===== src/hdl/pat_pkg.sv =====
package pat_pkg;

	localparam int ENTRIES   = 16;
	localparam int ID_BITS   = 32;
	localparam int TIME_BITS = 32;
	localparam int EXP_BITS  = 16;
	localparam int CODE_BITS = 2;
	localparam int IDX_W     = (ENTRIES > 1) ? $clog2(ENTRIES) : 1;

	localparam logic [EXP_BITS-1:0]  EXPIRY_RESET = EXP_BITS'(30);
	localparam logic [CODE_BITS-1:0] CODE_ACTIVE  = CODE_BITS'(1);

	typedef enum logic [1:0] {
		REQ_REPORT = 2'd0,
		REQ_POLL   = 2'd1,
		REQ_QUERY  = 2'd2,
		REQ_NONE   = 2'd3
	} req_kind_t;

	typedef struct packed {
		logic [ID_BITS-1:0]   id;
		logic [CODE_BITS-1:0] code;
		logic [TIME_BITS-1:0] last;
		logic [TIME_BITS-1:0] since;
	} entry_t;

	typedef struct packed {
		logic             we;
		logic [IDX_W-1:0] waddr;
		entry_t           wdata;
		logic             re;
		logic [IDX_W-1:0] raddr;
	} ram_req_t;

	typedef struct packed {
		req_kind_t            kind;
		logic [ID_BITS-1:0]   id;
		logic [CODE_BITS-1:0] code;
		logic [TIME_BITS-1:0] now;
	} item_t;

	typedef struct packed {
		logic                 any_active;
		logic                 peer_known;
		logic                 peer_active;
		logic [TIME_BITS-1:0] since_time;
		logic                 dropped;
	} result_t;

endpackage


===== src/hdl/peer_activity_table_with_aging.sv =====
// Table of up to ENTRIES remote peers, keyed by ID, holding activity code, last
// update time and since time in a synchronous RAM (one read port, one write port)
// with per-entry valid flops. Every request (report, poll with aging, query) walks
// the whole table one entry per cycle through the RAM read port. Each item is accepted,
// then ENTRIES entries are read in turn, then the final read data returns, then the
// result is posted and written back. The input is held off
// (in_stall high) while a walk is in progress; a finished result sits in an
// output register so the next item may be taken while it waits. expiry_seconds
// is written through the cfg port (always ready) and resets to 30; write it only
// while the block is idle.
module peer_activity_table_with_aging (
	input  logic                           clk,
	input  logic                           arst_n,
	input  logic                           cfg_valid,
	output logic                           cfg_ready,
	input  logic [pat_pkg::EXP_BITS-1:0]   cfg_data,
	input  logic                           in_valid,
	output logic                           in_stall,
	input  logic [1:0]                     req_type,
	input  logic [pat_pkg::ID_BITS-1:0]    peer_id,
	input  logic [pat_pkg::CODE_BITS-1:0]  reported_state,
	input  logic [pat_pkg::TIME_BITS-1:0]  cur_time,
	output logic                           out_valid,
	input  logic                           out_stall,
	output logic                           any_active,
	output logic                           peer_known,
	output logic                           peer_active,
	output logic [pat_pkg::TIME_BITS-1:0]  since_time,
	output logic                           dropped
);
	import pat_pkg::*;

	logic [EXP_BITS-1:0] expiry_q;
	item_t               item;
	logic                item_ready;
	ram_req_t            ram_req;
	entry_t              ram_rdata;
	logic                res_valid;
	logic                res_ready;
	result_t             res;
	logic                out_valid_q;
	result_t             out_res_q;

	assign cfg_ready = 1'b1;

	always_ff @(posedge clk or negedge arst_n) begin
		if (!arst_n) begin
			expiry_q <= EXPIRY_RESET;
		end else if (cfg_valid && cfg_ready) begin
			expiry_q <= cfg_data;
		end
	end

	assign item.kind = req_kind_t'(req_type);
	assign item.id   = peer_id;
	assign item.code = reported_state;
	assign item.now  = cur_time;
	assign in_stall  = !item_ready;

	pat_ram u_ram (
		.clk   (clk),
		.req   (ram_req),
		.rdata (ram_rdata)
	);

	pat_walk u_walk (
		.clk        (clk),
		.arst_n     (arst_n),
		.item_valid (in_valid),
		.item_ready (item_ready),
		.item       (item),
		.expiry     (expiry_q),
		.ram_req    (ram_req),
		.ram_rdata  (ram_rdata),
		.res_valid  (res_valid),
		.res_ready  (res_ready),
		.res        (res)
	);

	// output register, reloaded in the cycle its transfer completes
	assign res_ready = !out_valid_q || !out_stall;

	always_ff @(posedge clk or negedge arst_n) begin
		if (!arst_n) begin
			out_valid_q <= 1'b0;
		end else if (res_ready) begin
			out_valid_q <= res_valid;
		end
	end

	always_ff @(posedge clk) begin
		if (res_valid && res_ready) begin
			out_res_q <= res;
		end
	end

	assign out_valid   = out_valid_q;
	assign any_active  = out_res_q.any_active;
	assign peer_known  = out_res_q.peer_known;
	assign peer_active = out_res_q.peer_active;
	assign since_time  = out_res_q.since_time;
	assign dropped     = out_res_q.dropped;

endmodule


===== src/hdl/pat_ram.sv =====
module pat_ram (
	input  logic              clk,
	input  pat_pkg::ram_req_t req,
	output pat_pkg::entry_t   rdata
);
	import pat_pkg::*;

	entry_t mem [ENTRIES];

	always_ff @(posedge clk) begin
		if (req.we) begin
			mem[req.waddr] <= req.wdata;
		end
		if (req.re) begin
			rdata <= mem[req.raddr];
		end
	end

endmodule


===== src/hdl/pat_walk.sv =====
module pat_walk (
	input  logic                           clk,
	input  logic                           arst_n,
	input  logic                           item_valid,
	output logic                           item_ready,
	input  pat_pkg::item_t                 item,
	input  logic [pat_pkg::EXP_BITS-1:0]   expiry,
	output pat_pkg::ram_req_t              ram_req,
	input  pat_pkg::entry_t                ram_rdata,
	output logic                           res_valid,
	input  logic                           res_ready,
	output pat_pkg::result_t               res
);
	import pat_pkg::*;

	typedef enum logic [3:0] {
		ST_IDLE   = 4'b0001,
		ST_SCAN   = 4'b0010,
		ST_DRAIN  = 4'b0100,
		ST_FINISH = 4'b1000
	} state_t;

	state_t               state_q;
	item_t                item_q;
	logic [IDX_W-1:0]     rd_cnt_q;
	logic                 vld_s1;
	logic [IDX_W-1:0]     idx_s1;
	logic [ENTRIES-1:0]   valid_q;
	logic                 found_q;
	logic [IDX_W-1:0]     match_idx_q;
	logic [CODE_BITS-1:0] match_code_q;
	logic [TIME_BITS-1:0] match_since_q;
	logic                 free_found_q;
	logic [IDX_W-1:0]     free_idx_q;
	logic                 any_q;

	logic                 cur_valid;
	logic                 hit;
	logic                 free;
	logic [TIME_BITS:0]   deadline;
	logic                 expired;
	logic                 finish;
	logic                 insert;

	assign item_ready = (state_q == ST_IDLE);
	assign res_valid  = (state_q == ST_FINISH);
	assign finish     = res_valid && res_ready;

	assign cur_valid = valid_q[idx_s1];
	assign hit       = vld_s1 && cur_valid && (ram_rdata.id == item_q.id);
	assign free      = vld_s1 && !cur_valid;
	// last update + expiry, one bit wider so the sum cannot wrap
	assign deadline  = {1'b0, ram_rdata.last} + (TIME_BITS+1)'(expiry);
	assign expired   = ({1'b0, item_q.now} > deadline);

	assign insert = finish && (item_q.kind == REQ_REPORT) && !found_q && free_found_q;

	always_comb begin
		ram_req.re          = (state_q == ST_SCAN);
		ram_req.raddr       = rd_cnt_q;
		ram_req.we          = finish && (item_q.kind == REQ_REPORT) && (found_q || free_found_q);
		ram_req.waddr       = found_q ? match_idx_q : free_idx_q;
		ram_req.wdata.id    = item_q.id;
		ram_req.wdata.code  = item_q.code;
		ram_req.wdata.last  = item_q.now;
		ram_req.wdata.since = (found_q && (match_code_q == item_q.code)) ?
		                      match_since_q : item_q.now;
	end

	always_comb begin
		res = '0;
		case (item_q.kind)
			REQ_REPORT: begin
				res.dropped = !found_q && !free_found_q;
			end
			REQ_POLL: begin
				res.any_active = any_q;
			end
			REQ_QUERY: begin
				res.peer_known  = found_q;
				res.peer_active = found_q && (match_code_q == CODE_ACTIVE);
				res.since_time  = found_q ? match_since_q : '0;
			end
			default: begin
				res = '0;
			end
		endcase
	end

	always_ff @(posedge clk or negedge arst_n) begin
		if (!arst_n) begin
			state_q      <= ST_IDLE;
			rd_cnt_q     <= '0;
			vld_s1       <= 1'b0;
			valid_q      <= '0;
			found_q      <= 1'b0;
			free_found_q <= 1'b0;
			any_q        <= 1'b0;
		end else begin
			vld_s1 <= ram_req.re;
			unique case (state_q)
				ST_IDLE: begin
					if (item_valid) begin
						state_q      <= ST_SCAN;
						rd_cnt_q     <= '0;
						found_q      <= 1'b0;
						free_found_q <= 1'b0;
						any_q        <= 1'b0;
					end
				end
				ST_SCAN: begin
					rd_cnt_q <= rd_cnt_q + 1'b1;
					if (rd_cnt_q == IDX_W'(ENTRIES - 1)) begin
						state_q <= ST_DRAIN;
					end
				end
				ST_DRAIN: begin
					state_q <= ST_FINISH;
				end
				ST_FINISH: begin
					if (res_ready) begin
						state_q <= ST_IDLE;
					end
				end
				default: begin
					state_q <= ST_IDLE;
				end
			endcase

			// lowest-numbered match and free slot win
			if (hit && !found_q) begin
				found_q <= 1'b1;
			end
			if (free && !free_found_q) begin
				free_found_q <= 1'b1;
			end
			if (vld_s1 && (item_q.kind == REQ_POLL) && cur_valid) begin
				if (expired) begin
					valid_q[idx_s1] <= 1'b0;
				end else if (ram_rdata.code == CODE_ACTIVE) begin
					any_q <= 1'b1;
				end
			end
			if (insert) begin
				valid_q[free_idx_q] <= 1'b1;
			end
		end
	end

	always_ff @(posedge clk) begin
		idx_s1 <= rd_cnt_q;
		if (item_ready && item_valid) begin
			item_q <= item;
		end
		if (hit && !found_q) begin
			match_idx_q   <= idx_s1;
			match_code_q  <= ram_rdata.code;
			match_since_q <= ram_rdata.since;
		end
		if (free && !free_found_q) begin
			free_idx_q <= idx_s1;
		end
	end

endmodule

===== config.mk =====
export PLATFORM = sky130hd
export DESIGN_NAME = peer_activity_table_with_aging
export DESIGN_NICKNAME = d
export VERILOG_FILES = /design/src/hdl/pat_pkg.sv /design/src/hdl/peer_activity_table_with_aging.sv /design/src/hdl/pat_ram.sv /design/src/hdl/pat_walk.sv
export SDC_FILE = /design/constraint.sdc
export NUM_CORES = 2
export LEC_CHECK = 0
export BUFFER_PORTS_ARGS = -buffer_cell sky130_fd_sc_hd__buf_4
export CAP_MARGIN = 10
export CORE_AREA = 5 5 430 432
export DETAILED_ROUTE_END_ITERATION = 7
export DIE_AREA = 0 0 435 437
export MAX_ROUTING_LAYER = met4
export PLACE_DENSITY_LB_ADDON = 0.25
export RECOVER_POWER = 50
export SYNTH_ARGS = -nofsm -noshare
export SYNTH_HDL_FRONTEND = slang
export SYNTH_HIERARCHICAL = 1
export SYNTH_SLANG_ARGS = --single-unit

===== constraint.sdc =====
create_clock -name clk -period 10.85 [get_ports clk]
set_input_delay 2.17 -clock clk [delete_from_list [all_inputs] [get_ports clk]]
set_output_delay 2.17 -clock clk [all_outputs]
set_load 0.1 [all_outputs]

# Word level (Yosys, flattened, before mapping)
# Memories as Yosys holds them, arrays and structs flattened. A register that Yosys moved wholly into a read port is not among the register bits.
# Cells that the tools add are included.
# op_classes
magnitude_cmp	5
n_eq_ne	14
addsub	2
n_reduce_logical	37
n_mux	28
n_bitwise	3
# ops
cell	count
$mux W16	3
$add A32 B16 Y33	1
$gt A32 B33 Y1	1
$eq A32 B32 Y1	1
$mux W32	1
$mux W4	5
$logic_and A1 B1 Y1	18
$and A16 B16 Y16	1
$not A16 Y16	1
$or A16 B16 Y16	1
$pmux W4 S4	1
$mux W1	14
$lt A4 B5 Y1 const B	2
$reduce_bool A2 Y1	5
$demux W1 S4	2
$eq A4 B4 Y1 const B	2
$ge A4 B1 Y1 const B	2
$pmux W4 S2	1
$reduce_and A2 Y1	4
$eq A2 B1 Y1 const B	3
$logic_not A1 Y1	6
$add A4 B1 Y4 const B	1
$bmux W1 S4	1
$eq A4 B1 Y1 const B	1
other kinds (9)	11
# totals
ff_bits	195
inputBits	89
out_inout_bits	39
ramBits	1568
memories	1
word_cells	113
# mem_list
name	words	width	read_ports	rd_ports_with_merged_regs	wr	line_no	source
u_ram.mem	16	98	1	1	1	pat_ram.sv:8	entry_t mem [ENTRIES];

# Longest topological paths before layout
# logic_depth
word_depth	10
mapped_depth	19
ltp_nobuf	17

# Hierarchy
# Netlist, hierarchy kept.
# modules_own_cells
module	instances	seq_area_each_um2	cells_per_inst	area_each_um2
pat_ram	1	50028.0	2510	61499.0
pat_walk	1	4085.2	710	8363.0
peer_activity_table_with_aging	1	1511.4	77	1794.2

# Least setup slack after synthesis
# Ideal clock, no wire load.
# synth_path
path_kind	input to register
from	input port out_stall
to	memory u_ram/mem[0][0] (netlist name), enable pin
slack_ps	515
stages	4
setup_time_ps	675
arrival_time_ps	9660
n_path_buf	0
path_cell_list	nand2_1 o2111a_1 or3b_2 nor3_1
# synth_lines
element	line_no	source
from (decl)	peer_activity_table_with_aging.sv:24	input logic out_stall,
to (decl)	pat_ram.sv:8	

==> impl_metrics.toml <==
[status]
run_status = "complete, but fails checks"
failing_checks = "capacitance limit, slew limit"

[sta]
count_of_final_max_slew_check_failures = 268
final.min_clock_period_ns = 5.463
report.final.setup_viol = 0
min_period_over_period = 0.5035
clock.fmax_ghz = 0.1830
grt_setup_unrepaired = "no"
slew-limit-headroom = -1.374
final_tns_setup_ns = 0
skew_ns = 0.02356
tightest_slew_ns = 3.541
hold_viol_final = 0

[clocking]
clkLatencyLatePin_ns = 0.80
post_cts_resize_count = 0
clock_tree.htree_level_count = 4
tritoncts.num_buffers = 191
cts_root_buf = "sky130_fd_sc_hd__clkbuf_16"
clk_transition_reported_paths_ns = 0.06
postCtsSetupRepairBufs = 0
cts.hold.buffers_added = 0
clock_sink_count = 1861
tritoncts = "built"
max-clock-path-buffers = 3

[detailed_routing]
routed_via_count = 33327
detail_route.iter0.violations = 3193
initial_drt_pass_iterations = 6
antenna_left = 0
route.final.wire_length_um = 169500
drcViolationCount = 0
routed_wire_length_per_instance_um = 28.19
viasPerCell = 5.543

[setup_path]
critPathCapture = "u_ram/rdata[94]$_DFFE_PP_"
cp.arrival_ns = 5.86
timing.critical_path.from = "u_walk/state_q[0]$_DFFE_PN1P_"
startpoint_type = "flop"
end_kind = "flop"
cp_max_fo = 53
r2r_start = "u_walk/state_q[0]$_DFFE_PN1P_"
regToRegSetupSlack_ns = 5.39
worst_r2r_path_depth = 3
worst_r2r_endpoint = "u_ram/rdata[94]$_DFFE_PP_"
setup.worst_path.class = "flop to flop"
worstPathRequired_ns = 11.24

[placed_design]
placedInstanceArea_sq_mm = 0.07520
dpl.hpwl_um = 92140
finalWeightedCongestion = 0.7950
placement.io_buffers = 126

[logic_synthesis]
synth_seq_cells = 1861
number_of_nets_produced_by_synthesis = 3436
ys_seq_area_frac = 0.7763
ys_async_sr_fraction = 0.02418
netlist_instances = 3297
yosysUniqueCellTypes = 66
synth_area_sq_mm = 0.07166
ys_warn_count = 6
yosys.area.top_type_share = 0.7594
ys_top_cells_by_area = "sky130_fd_sc_hd__edfxtp_1, sky130_fd_sc_hd__mux4_2, sky130_fd_sc_hd__a22oi_1"
mean_cell_area_of_the_mapped_netlist_sq_um = 21.73
synth_enable_flop_cells = 1812
synth_largest_area_cell = "sky130_fd_sc_hd__edfxtp_1"
synth_ff_type = "sky130_fd_sc_hd__edfxtp_1"

[final_layout]
area.growth.synth_to_final_pct = 13.01
final_common_cell = "sky130_fd_sc_hd__edfxtp_1"
post-route-util = 0.4495
num-nets-final = 3630
post_route_cells_drive_above_1_share = 0.2347
final_cell_mix = "sky130_fd_sc_hd__edfxtp_1, sky130_fd_sc_hd__mux4_2, sky130_fd_sc_hd__a22oi_1"
stdcell_area_sq_mm = 0.08098

[grt]
number_of_global_route_vias_before_repair = 34280
grt_pass1_wl_um = 245800
grt_start_max_net_pins = 135
grt_overflow = 0
globalRouteTotalUtil = 0.1821
antenna_found_initial = 12

[power_and_ir_drop]
static-leakage-power_nw = 25.11
power.share.clock = 0.344
combinationalPowerShare = 0.185
power.density_mw_per_mm2 = 228.7
p_int_w = 0.01367
pwr-share-seq = 0.471
netSwitchingFraction = 0.2618
vdd_drop_max_v = 0.0002206
power.switching_w = 0.004849

[floorplanning]
floorplan.die_area_sq_mm = 0.1901
coreArea_sq_mm = 0.1802
core.rowCount = 156
die-height_um = 437
pin_count = 128
starting_utilization_of_the_core_area = 0.3977
floorplan.die.width_um = 435

[worst_hold_path]
hp-class = "flop to flop"

[flow_run]
max_cap_violations = 8
layer usage:
| metal | track usage | share of wire |
|---|---|---|
| met5 | - | 0 |
| met4 | 0.04221 | 0.019 |
| met3 | 0.03165 | 0.057 |
| met2 | 0.2911 | 0.49 |
| met1 | 0.2471 | 0.43 |
critical path: stages, from the launching register on:
cell                         delay (ns)
sky130_fd_sc_hd__dfstp_1           0.59
sky130_fd_sc_hd__or4b_2            0.27
sky130_fd_sc_hd__clkinvlp_2        2.68
sky130_fd_sc_hd__buf_4             1.44
metrics by stage:
stage,power (W),hold WS (ns),setup WS [ns],std cells
final,0.01852,0.4145,5.387,6012
after global routing,0.01932,0.4208,5.117,6012
after CTS,0.01876,0.4109,6.074,6009
after detailed placement,0.01237,0.4045,5.212,5668
after global placement,0.01235,0.4015,5.228,5668
after floorplan,0.01137,0.4003,0.5147,3297
cells by family after synthesis:
group                      synth area share
AOI/OAI and AO/OA                   0.03162
xor gates and xnor gates           0.007945
adders and majority gates          0.008835
buffers and inverters               0.01867
DFF                                  0.7763
muxes                                0.1338
other                            0.00005233
and+or+nand+nor                     0.02282
flip-flops by register name, indices dropped and copies added (netlist names):
name,count
u_ram/mem,1568
u_walk/found_q,1
u_walk/ram_req,66
u_walk/idx_s1,4
u_walk/state_q,4
peer_active,1
peer_known,1
u_walk/match_code_q,2
u_walk/match_idx_q,4
out_valid,1
u_walk/free_idx_q,4
u_ram/rdata,98
u_walk/any_q,1
since_time,32
any_active,1
expiry_q,16
u_walk/rd_cnt_q,4
u_walk/free_found_q,1
dropped,1
u_walk/valid_q,16
u_walk/item_q,2
u_walk/match_since_q,32
u_walk/vld_s1,1
final cells by class:
class	instances	area, sq um
Multi-Input combinational cell	1210	14780
Fill cell	15068	99180
Clock buffer	243	5039
Antenna cell	3	7.507
Sequential cell	1861	55620
Inverter	11	43.79
Clock inverter	98	1011
Timing Repair Buffer	216	1509
Tap cell	2370	2965
power by group through the flow:
stage,Sequential (W),Combinational [W],Clock (W)
6_report,0.00872,0.00343,0.00638
5_1_grt,0.00875,0.00371,0.00685
4_1_cts,0.00872,0.00351,0.00653
3_5_place_dp,0.00887,0.00350,0
3_3_place_gp,0.00885,0.00350,0
2_1_floorplan,0.00865,0.00272,0
cells in the mapped netlist, types with 11 or more instances:
library cell / n
sky130_fd_sc_hd__inv_1: 11
sky130_fd_sc_hd__ha_1: 49
sky130_fd_sc_hd__a22oi_1: 196
sky130_fd_sc_hd__buf_2: 22
sky130_fd_sc_hd__edfxtp_1: 1812
sky130_fd_sc_hd__nor2b_1: 15
sky130_fd_sc_hd__mux2_2: 42
sky130_fd_sc_hd__clkbuf_1: 50
sky130_fd_sc_hd__a21oi_1: 31
sky130_fd_sc_hd__nor2_1: 61
sky130_fd_sc_hd__nor3_1: 21
sky130_fd_sc_hd__dfrtp_1: 40
sky130_fd_sc_hd__xor2_1: 44
sky130_fd_sc_hd__nor4_1: 13
sky130_fd_sc_hd__mux4_2: 392
sky130_fd_sc_hd__and2_1: 35
sky130_fd_sc_hd__nand2_1: 131
sky130_fd_sc_hd__buf_4: 104
sky130_fd_sc_hd__nand3_1: 22
sky130_fd_sc_hd__buf_1: 31
sky130_fd_sc_hd__o21ai_0: 16
sky130_fd_sc_hd__xnor2_1: 21
how the worst min path moves through the flow:
stage	slack [ns]	to	depth (start not counted)	startpoint
after floorplan	0.40	u_walk/match_since_q[0]$_DFFE_PP_	0	u_ram/rdata[0]$_DFFE_PP_
after global placement	0.40	u_walk/match_since_q[21]$_DFFE_PP_	0	u_ram/rdata[21]$_DFFE_PP_
after detailed placement	0.40	u_walk/match_since_q[29]$_DFFE_PP_	0	u_ram/rdata[29]$_DFFE_PP_
after CTS	0.41	u_walk/match_since_q[11]$_DFFE_PP_	0	u_ram/rdata[11]$_DFFE_PP_
after global routing	0.42	u_walk/match_since_q[11]$_DFFE_PP_	0	u_ram/rdata[11]$_DFFE_PP_
final	0.41	u_walk/match_since_q[17]$_DFFE_PP_	0	u_ram/rdata[17]$_DFFE_PP_
Note: power is estimated with default switching activity, not from simulation.
